===== src/rtl/scpa_pkg.sv =====
// Package for the serial command PWM adjuster: command codes, register indexes,
// reset values and the structs passed between its modules. Depends on nothing.
`timescale 1ns / 1ps
`default_nettype none

package scpa_pkg;

    localparam logic [7:0] TERMINATOR   = 8'h2E;  // '.'
    localparam logic [7:0] CHAR_S       = 8'h53;  // 'S'
    localparam logic [7:0] CHAR_W       = 8'h57;  // 'W'
    localparam logic [7:0] CHAR_ONE     = 8'h31;  // '1'
    localparam logic [7:0] CHAR_THREE   = 8'h33;  // '3'
    localparam logic [7:0] CHAR_NUL     = 8'h00;

    localparam int PREFIX_LEN   = 4;
    localparam int PREFIX_IDX_W = 2;

    localparam int LEVEL_W     = 16;
    localparam int CMD_W       = 2;
    localparam int OUT_FIELD_W = CMD_W + 2 * LEVEL_W;
    localparam int OUT_DATA_W  = ((OUT_FIELD_W + 7) / 8) * 8;
    localparam int CFG_INDEX_W = 2;

    // floor(x / 10) == (x * 52429) >> 19 for every 16 bit x
    localparam logic [16:0] TENTH_MULT  = 17'd52429;
    localparam int          TENTH_SHIFT = 19;

    localparam logic [LEVEL_W-1:0] PERIOD_SLOW_RST = 16'd3999;
    localparam logic [LEVEL_W-1:0] DUTY_SLOW_RST   = 16'd1999;
    localparam logic [LEVEL_W-1:0] PERIOD_FAST_RST = 16'd1999;
    localparam logic [LEVEL_W-1:0] DUTY_FAST_RST   = 16'd999;

    typedef enum logic [CMD_W-1:0] {
        CMD_INVALID = 2'd0,
        CMD_RAISE   = 2'd1,
        CMD_LOWER   = 2'd2,
        CMD_TOGGLE  = 2'd3
    } cmd_t;

    typedef enum logic [CFG_INDEX_W-1:0] {
        REG_PERIOD_SLOW = 2'd0,
        REG_DUTY_SLOW   = 2'd1,
        REG_PERIOD_FAST = 2'd2,
        REG_DUTY_FAST   = 2'd3
    } reg_index_t;

    typedef struct packed {
        logic                   valid;
        logic [CFG_INDEX_W-1:0] index;
        logic [LEVEL_W-1:0]     data;
    } cfg_write_t;

    typedef struct packed {
        logic       valid;
        logic [7:0] data;
    } text_req_t;

    typedef struct packed {
        logic valid;
        cmd_t cmd;
    } level_req_t;

endpackage

`default_nettype wire


===== src/rtl/scpa_text.sv =====
// Command text gatherer: keeps the first four bytes, the saturating length and
// the zero-byte flag, and decodes the command. Depends on scpa_pkg.
`timescale 1ns / 1ps
`default_nettype none

module scpa_text #(
    parameter int BUFFER_DEPTH = 16
) (
    input  wire logic              clk,
    input  wire logic              rst_n,
    input  wire scpa_pkg::text_req_t req,
    output scpa_pkg::cmd_t         cmd
);

    localparam int LEN_W = $clog2(BUFFER_DEPTH + 1);

    logic [7:0]       prefix_reg  [scpa_pkg::PREFIX_LEN];
    logic [7:0]       prefix_next [scpa_pkg::PREFIX_LEN];
    logic [LEN_W-1:0] len_reg;
    logic [LEN_W-1:0] len_next;
    logic             zero_reg;
    logic             zero_next;
    logic             ends_at_three;
    logic             name_ok;

    always_comb
    begin
        prefix_next = prefix_reg;
        len_next    = len_reg;
        zero_next   = zero_reg;
        if (req.valid)
        begin
            if (req.data == scpa_pkg::TERMINATOR)
            begin
                // drop the gathered text after every terminator
                for (int i = 0; i < scpa_pkg::PREFIX_LEN; i++)
                begin
                    prefix_next[i] = scpa_pkg::CHAR_NUL;
                end
                len_next  = '0;
                zero_next = 1'b0;
            end
            else
            begin
                if (len_reg < LEN_W'(scpa_pkg::PREFIX_LEN))
                begin
                    prefix_next[len_reg[scpa_pkg::PREFIX_IDX_W-1:0]] = req.data;
                    if (req.data == scpa_pkg::CHAR_NUL)
                    begin
                        zero_next = 1'b1;
                    end
                end
                if (len_reg < LEN_W'(BUFFER_DEPTH))
                begin
                    len_next = len_reg + LEN_W'(1);
                end
            end
        end
    end

    always_ff @(posedge clk or negedge rst_n)
    begin
        if (!rst_n)
        begin
            for (int i = 0; i < scpa_pkg::PREFIX_LEN; i++)
            begin
                prefix_reg[i] <= scpa_pkg::CHAR_NUL;
            end
            len_reg  <= '0;
            zero_reg <= 1'b0;
        end
        else
        begin
            prefix_reg <= prefix_next;
            len_reg    <= len_next;
            zero_reg   <= zero_next;
        end
    end

    // text must stop right after the digit: three bytes, or a zero in the fourth place
    assign ends_at_three = (len_reg == LEN_W'(3)) ||
                           ((len_reg > LEN_W'(3)) && zero_reg &&
                            (prefix_reg[3] == scpa_pkg::CHAR_NUL));

    assign name_ok = (len_reg < LEN_W'(BUFFER_DEPTH)) &&
                     (prefix_reg[0] == scpa_pkg::CHAR_S) &&
                     (prefix_reg[1] == scpa_pkg::CHAR_W) &&
                     (prefix_reg[2] >= scpa_pkg::CHAR_ONE) &&
                     (prefix_reg[2] <= scpa_pkg::CHAR_THREE) &&
                     ends_at_three;

    // digits '1'..'3' carry the command code in their two low bits
    assign cmd = name_ok ? scpa_pkg::cmd_t'(prefix_reg[2][scpa_pkg::CMD_W-1:0])
                         : scpa_pkg::CMD_INVALID;

endmodule

`default_nettype wire


===== src/rtl/scpa_level.sv =====
// PWM level keeper: configuration registers, compare value, period top and the
// slow/fast toggle, with the next values after a command. Depends on scpa_pkg.
`timescale 1ns / 1ps
`default_nettype none

module scpa_level (
    input  wire logic                 clk,
    input  wire logic                 rst_n,
    input  wire scpa_pkg::cfg_write_t cfg,
    input  wire scpa_pkg::level_req_t req,
    output logic [scpa_pkg::LEVEL_W-1:0] duty_next,
    output logic [scpa_pkg::LEVEL_W-1:0] period_next
);

    localparam int W = scpa_pkg::LEVEL_W;

    logic [W-1:0] period_slow_reg;
    logic [W-1:0] duty_slow_reg;
    logic [W-1:0] period_fast_reg;
    logic [W-1:0] duty_fast_reg;
    logic [W-1:0] duty_reg;
    logic [W-1:0] period_reg;
    logic         fast_reg;
    logic         fast_next;

    logic [W+16:0] tenth_prod;
    logic [W-1:0]  tenth;
    logic [W:0]    raise_sum;
    logic [W-1:0]  raise_val;
    logic [W-1:0]  lower_val;

    assign tenth_prod = duty_reg * scpa_pkg::TENTH_MULT;
    assign tenth      = W'(tenth_prod >> scpa_pkg::TENTH_SHIFT);
    assign raise_sum  = {1'b0, duty_reg} + {1'b0, tenth};
    assign raise_val  = (raise_sum >= {1'b0, period_reg}) ? period_reg : raise_sum[W-1:0];
    assign lower_val  = duty_reg - tenth;

    always_comb
    begin
        duty_next   = duty_reg;
        period_next = period_reg;
        fast_next   = fast_reg;
        case (req.cmd)
            scpa_pkg::CMD_RAISE:
            begin
                duty_next = raise_val;
            end
            scpa_pkg::CMD_LOWER:
            begin
                duty_next = lower_val;
            end
            scpa_pkg::CMD_TOGGLE:
            begin
                fast_next = !fast_reg;
                if (!fast_reg)
                begin
                    period_next = period_fast_reg;
                    duty_next   = duty_fast_reg;
                end
                else
                begin
                    period_next = period_slow_reg;
                    duty_next   = duty_slow_reg;
                end
            end
            default:
            begin
                duty_next = duty_reg;
            end
        endcase
    end

    always_ff @(posedge clk or negedge rst_n)
    begin
        if (!rst_n)
        begin
            period_slow_reg <= scpa_pkg::PERIOD_SLOW_RST;
            duty_slow_reg   <= scpa_pkg::DUTY_SLOW_RST;
            period_fast_reg <= scpa_pkg::PERIOD_FAST_RST;
            duty_fast_reg   <= scpa_pkg::DUTY_FAST_RST;
        end
        else if (cfg.valid)
        begin
            unique case (scpa_pkg::reg_index_t'(cfg.index))
                scpa_pkg::REG_PERIOD_SLOW: period_slow_reg <= cfg.data;
                scpa_pkg::REG_DUTY_SLOW:   duty_slow_reg   <= cfg.data;
                scpa_pkg::REG_PERIOD_FAST: period_fast_reg <= cfg.data;
                scpa_pkg::REG_DUTY_FAST:   duty_fast_reg   <= cfg.data;
                default:                   period_slow_reg <= period_slow_reg;
            endcase
        end
    end

    always_ff @(posedge clk or negedge rst_n)
    begin
        if (!rst_n)
        begin
            duty_reg   <= scpa_pkg::DUTY_SLOW_RST;
            period_reg <= scpa_pkg::PERIOD_SLOW_RST;
            fast_reg   <= 1'b0;
        end
        else if (req.valid)
        begin
            duty_reg   <= duty_next;
            period_reg <= period_next;
            fast_reg   <= fast_next;
        end
    end

endmodule

`default_nettype wire


===== src/rtl/serial_command_pwm_adjuster.sv =====
// Top level of the serial command PWM adjuster: input register, result register
// and handshakes. Depends on scpa_pkg, scpa_text and scpa_level.
`timescale 1ns / 1ps
`default_nettype none

//  channel   direction  payload                                   request moves
//  s_axis    in         tdata[7:0] rx_byte                        one received byte
//  m_axis    out        tdata command, duty_compare, period_top   one result per '.'
//  cfg       in         cfg_index, cfg_data                       one register write
//
//  A byte is taken every cycle unless a terminator waits in the input register
//  for a free result slot; each request passes through the input register, and a
//  terminator's result is written to the result register as the terminator leaves.
//  The compare update is a 16x17 multiply by the reciprocal of ten, then an add
//  with a clamp compare or a subtract. Reset (rst_n low, asynchronous) clears the
//  text, loads the slow pair and the register defaults; no clearing pass is needed.
//  A stalled result holds back a terminator waiting behind it and the bytes after it.

module serial_command_pwm_adjuster #(
    parameter int BUFFER_DEPTH = 16
) (
    input  wire logic        clk,
    input  wire logic        rst_n,
    // slave stream
    input  wire logic        s_axis_tvalid,
    output logic             s_axis_tready,
    input  wire logic [7:0]  s_axis_tdata,   // [7:0] rx_byte
    // master stream
    output logic             m_axis_tvalid,
    input  wire logic        m_axis_tready,
    output logic [scpa_pkg::OUT_DATA_W-1:0] m_axis_tdata,
    // m_axis_tdata: [1:0] command, [17:2] duty_compare, [33:18] period_top, [39:34] zero
    // configuration write
    input  wire logic        cfg_valid,
    output logic             cfg_ready,
    input  wire logic [scpa_pkg::CFG_INDEX_W-1:0] cfg_index,
    input  wire logic [scpa_pkg::LEVEL_W-1:0]     cfg_data
);

    localparam int PAD_W = scpa_pkg::OUT_DATA_W - scpa_pkg::OUT_FIELD_W;

    logic       in_valid_reg;
    logic       in_valid_next;
    logic [7:0] in_byte_reg;
    logic       in_is_term;
    logic       in_advance;
    logic       s_accept;

    logic                            out_valid_reg;
    logic                            out_valid_next;
    logic [scpa_pkg::OUT_DATA_W-1:0] out_data_reg;

    scpa_pkg::text_req_t  text_req;
    scpa_pkg::level_req_t level_req;
    scpa_pkg::cfg_write_t cfg_wr;
    scpa_pkg::cmd_t       cmd;
    logic [scpa_pkg::LEVEL_W-1:0] duty_next;
    logic [scpa_pkg::LEVEL_W-1:0] period_next;

    // ordinary bytes always advance; a terminator waits for a free result slot
    assign in_is_term    = (in_byte_reg == scpa_pkg::TERMINATOR);
    assign in_advance    = in_valid_reg && (!in_is_term || !out_valid_reg || m_axis_tready);
    assign s_axis_tready = !in_valid_reg || in_advance;
    assign s_accept      = s_axis_tvalid && s_axis_tready;

    always_comb
    begin
        in_valid_next = in_valid_reg;
        if (s_accept)
        begin
            in_valid_next = 1'b1;
        end
        else if (in_advance)
        begin
            in_valid_next = 1'b0;
        end
    end

    always_ff @(posedge clk or negedge rst_n)
    begin
        if (!rst_n)
        begin
            in_valid_reg <= 1'b0;
        end
        else
        begin
            in_valid_reg <= in_valid_next;
        end
    end

    // hold the byte payload
    always_ff @(posedge clk)
    begin
        if (s_accept)
        begin
            in_byte_reg <= s_axis_tdata;
        end
    end

    assign text_req.valid  = in_advance;
    assign text_req.data   = in_byte_reg;
    assign level_req.valid = in_advance && in_is_term;
    assign level_req.cmd   = cmd;

    // configuration writes are always taken
    assign cfg_ready    = 1'b1;
    assign cfg_wr.valid = cfg_valid;
    assign cfg_wr.index = cfg_index;
    assign cfg_wr.data  = cfg_data;

    scpa_text #(
        .BUFFER_DEPTH (BUFFER_DEPTH)
    ) u_text (
        .clk   (clk),
        .rst_n (rst_n),
        .req   (text_req),
        .cmd   (cmd)
    );

    scpa_level u_level (
        .clk         (clk),
        .rst_n       (rst_n),
        .cfg         (cfg_wr),
        .req         (level_req),
        .duty_next   (duty_next),
        .period_next (period_next)
    );

    // result slot: fill on a terminator, drain when the sink takes it
    always_comb
    begin
        out_valid_next = out_valid_reg;
        if (level_req.valid)
        begin
            out_valid_next = 1'b1;
        end
        else if (m_axis_tready)
        begin
            out_valid_next = 1'b0;
        end
    end

    always_ff @(posedge clk or negedge rst_n)
    begin
        if (!rst_n)
        begin
            out_valid_reg <= 1'b0;
        end
        else
        begin
            out_valid_reg <= out_valid_next;
        end
    end

    always_ff @(posedge clk)
    begin
        if (level_req.valid)
        begin
            out_data_reg <= {{PAD_W{1'b0}}, period_next, duty_next, cmd};
        end
    end

    assign m_axis_tvalid = out_valid_reg;
    assign m_axis_tdata  = out_data_reg;

endmodule

`default_nettype wire


===== config.mk =====
export PLATFORM = sky130hd
export DESIGN_NAME = serial_command_pwm_adjuster
export DESIGN_NICKNAME = d
export VERILOG_FILES = /design/src/rtl/scpa_pkg.sv /design/src/rtl/scpa_text.sv /design/src/rtl/scpa_level.sv /design/src/rtl/serial_command_pwm_adjuster.sv
export SDC_FILE = /design/constraint.sdc
export NUM_CORES = 1
export LEC_CHECK = 0
export BUFFER_PORTS_ARGS = -buffer_cell sky130_fd_sc_hd__buf_2
export CAP_MARGIN = 20
export CELL_PAD_IN_SITES_DETAIL_PLACEMENT = 0
export CELL_PAD_IN_SITES_GLOBAL_PLACEMENT = 1
export CORE_MARGIN = 2
export CORE_UTILIZATION = 40
export DETAILED_ROUTE_END_ITERATION = 12
export GPL_TIMING_DRIVEN = 0
export PLACE_DENSITY_LB_ADDON = 0.15
export SLEW_MARGIN = 20
export SYNTH_ARGS = -nofsm -noshare
export SYNTH_HDL_FRONTEND = slang
export SYNTH_SLANG_ARGS = --single-unit

===== constraint.sdc =====
create_clock -name clk -period 12.25 [get_ports clk]
set_input_delay 0.6125 -clock clk [delete_from_list [all_inputs] [get_ports clk]]
set_output_delay 0.6125 -clock clk [all_outputs]
set_load 0.03 [all_outputs]

==> summary.md <==
| Metric | Value |
|---|---|
| Clk buf depth | `2` |
| Cts bufs inserted | `17` |
| Critical-path top delay cell | `nor4bb_1` |
| Top_reg_cell synth | `dfrtp_1` |
| Row count | `69` |
| Asr flop ratio synth | `0.765` |
| Starting Density | `0.406` |
| Static leakage | `7.45 nW` |
| Yosys reg bits | `179` |
| GRT Util Overall | `0.204` |
| Syn Std Cell Area | `14500 um^2` |
| Share of cells above drive strength 1 | `0.195` |
| Final Hold Slack | `between 0.05 and 0.06 ns` |
| CP max FO | `10` |
| Fmax | `~91 MHz` |
| Synth Instances | `1410` |
| Vias/cell | `5.13` |
| Vias in the first global route | `10600` |
| CTS H-Tree Depth | `4` |
| Synth cell types | `80` |
| Worst-Skew Late Latency | `0.44 ns` |
| Largest net degree at the start of global routing | `between 90 and 100` |
| IO Port Bufs | `66` |
| Die area | `37700 um^2` |
| Worst Tran Pin Value | `0.949 ns` |
| Core area | `35600 um^2` |
| FF+latch area | `~4800 um^2` |
| # DRC | `0` |
| Commonest cells after routing, fill and taps aside | `inv_1, ha_1, nand2_1, dfrtp_1, fa_1` |
| Multi-input combinational cell area | `between 8000 and 9000 um^2` |
| Antenna cells | `0` |
| Number of gates resized after cts | `0` |
| 1st-iter DRT viols | `535` |
| Clock skew | `0.0146 ns` |
| Fin crit period | `~11 ns` |
| Final setup violation count | `0` |
| Initial antenna violation count | `0` |
| CP peak stage delay | `0.61 ns` |
| CTS Root Cell | `clkbuf_16` |
| Crit. End Element | `flip-flop` |
| CTS tree | `built` |
| Commonest non-fill, non-tap cell in the layout | `inv_1` |
| Remaining antenna violation count | `0` |
| Hold Crit Class | `in2async` |
| Critical Path AT | `11.16 ns` |
| Synth warn | `0` |
| Average size of a mapped cell | `around 10 um^2` |
| Slew margin rel. | `0.367` |
| Post-CTS setup buffers | `0` |
| Post-synth EDFFs | `42` |
| Final hold vios | `0` |
| Area growth syn-to-layout | `10.7%` |
| Slew Viols, Final | `0` |
| Final net count | `around 1800` |
| First-pass GRT wire length | `slightly below 60000 um` |
| Pre-antenna DRT Iters | `5` |
| Sequential share of the synthesized area | `0.329` |
| Hold_buf cts | `0` |
| Outcome | `finished clean` |
| Setup TNS | `0 ns` |
| Wire per inst | `around 19 um` |
| Sink Count | `around 180` |
| RSZ-0062 raised after global routing | `false` |
| Max Cap Violations | `0` |
| CTS clk-pin slew, worst paths | `0.07 ns` |
| Filler cells | `3496` |
| Final GP Congestion | `0.863` |
| Setup crit start kind | `flip-flop` |
| Period utilization | `0.898` |
| IO Count | `74` |
| Total grt overflow | `0` |
| Worst VDD drop | `~0.1 mV` |
| Crit Path Class | `reg2reg` |
| Final wirelength | `around 37000 um` |
| HPWL after DPL | `30100 um` |
| Vias | `10100` |
| CP required | `12.42 ns` |
| Largest register FFs | `34` |
| Die width | `194 um` |
| Die height | `194 um` |
| PD cells | `85.8 nW/um^2` |
==> critical path: cells and delay by family, from the launching register on <==
kind                     cells  cell delay (ns)
AO/OA/AOI/OAI               12             2.66
XOR/XNOR                     1             0.24
adder cells (fa/ha/maj)      9             3.66
buffers and inverters        8             1.43
flip-flops                   1             0.47
multiplexers                 1             0.27
AND/OR/NAND/NOR              7             1.97
==> synthesized netlist by cell type (6+ instances only) <==
library cell / number / area (um^2)
dfstp_2: 55 / 1450
nand2_1: 104 / 390
nand2_2: 14 / 87.6
ha_1: 181 / 2260
o21ai_0: 77 / 385
a211oi_1: 6 / 45.0
buf_4: 7 / 52.6
and3_1: 6 / 37.5
nor2b_1: 8 / 50.1
nand4_1: 13 / 81.3
nand3_1: 14 / 70.1
mux2_2: 77 / 867
fa_1: 81 / 1620
a22oi_1: 11 / 82.6
a21o_1: 15 / 113
and2_1: 6 / 37.5
a22o_1: 17 / 149
clkbuf_1: 29 / 109
xor2_1: 11 / 96.3
a31oi_1: 6 / 37.5
mux2i_1: 35 / 350
nor3_1: 14 / 70.1
o21ai_1: 6 / 30.0
xnor2_1: 32 / 280
a21oi_1: 56 / 280
o21a_1: 8 / 60.1
edfxtp_1: 42 / 1260
inv_1: 235 / 882
nor2_1: 48 / 180
o21ai_2: 17 / 149
dfrtp_1: 82 / 2050
==> cell families (layout without fill, tap and decap cells) <==
| kind of cell | Yosys count | after routing | synth area share |
|---|---|---|---|
| compound gates | 264 | 264 | 0.122 |
| xor+xnor | 43 | 43 | 0.0260 |
| fa+ha+maj | 262 | 262 | 0.269 |
| buf+inv | 282 | 382 | 0.0781 |
| flops | 179 | 179 | 0.329 |
| mux | 112 | 112 | 0.0842 |
| other cells | 2 | 7 | 0.000519 |
| simple gates | 266 | 266 | 0.0916 |
==> power breakdown <==
| part | internal [mW] | switching, mW | leakage, nW |
|---|---|---|---|
| registers | 0.676 | 0.0346 | 2.09 |
| clock network | 0.293 | 0.236 | 0.271 |
| logic | 0.0620 | 0.0720 | 5.09 |
==> worst paths after layout <==
kind,cells past startpoint,to,from,slack (ns)
max in group asynchronous,2,u_level.period_reg[8],rst_n,11.37
setup reg to reg,38,m_axis_tdata[11],u_level.duty_reg[13],1.26
hold / removal,1,u_text.prefix_reg[7],rst_n,0.06
setup / recovery,38,m_axis_tdata[11],u_level.duty_reg[13],1.26
hold reg to reg,2,u_level.period_reg[11],u_level.period_reg[11],0.48
min in group clk,1,in_byte_reg[4],s_axis_tdata[4],0.35
==> metrics by stage <==
stage	setup WS [ns]	power (mW)	utilization	cell area, um^2	cells
final	1.26	1.37	0.450	16000	1976
after global routing	0.457	1.44	0.450	16000	1976
after CTS	1.13	1.39	0.450	16000	1976
after detailed placement	1.17	0.857	0.434	15400	1944
after global placement	1.20	0.850	0.432	15400	1942
after floorplan	3.49	0.802	-	14500	1415
==> final cells by class <==
cell class,instances,area share
Sequential cell,179,0.297
Clock buffer,22,0.0290
Inverter,235,0.0551
Timing Repair Buffer,68,0.0242
Clock inverter,10,0.00610
Tap cell,461,0.0360
Multi-Input combinational cell,954,0.537
Buffer,47,0.0154
==> layer usage <==
metal  routed length (um)  global-route usage  vias up
met5                    0                   0        -
met1                17200               0.267     4985
li1                     -                   -     4968
met2                18500               0.355      139
met3                  741              0.0252       54
met4                  907              0.0595        0
No activity file was read; power rests on OpenSTA's default activity.
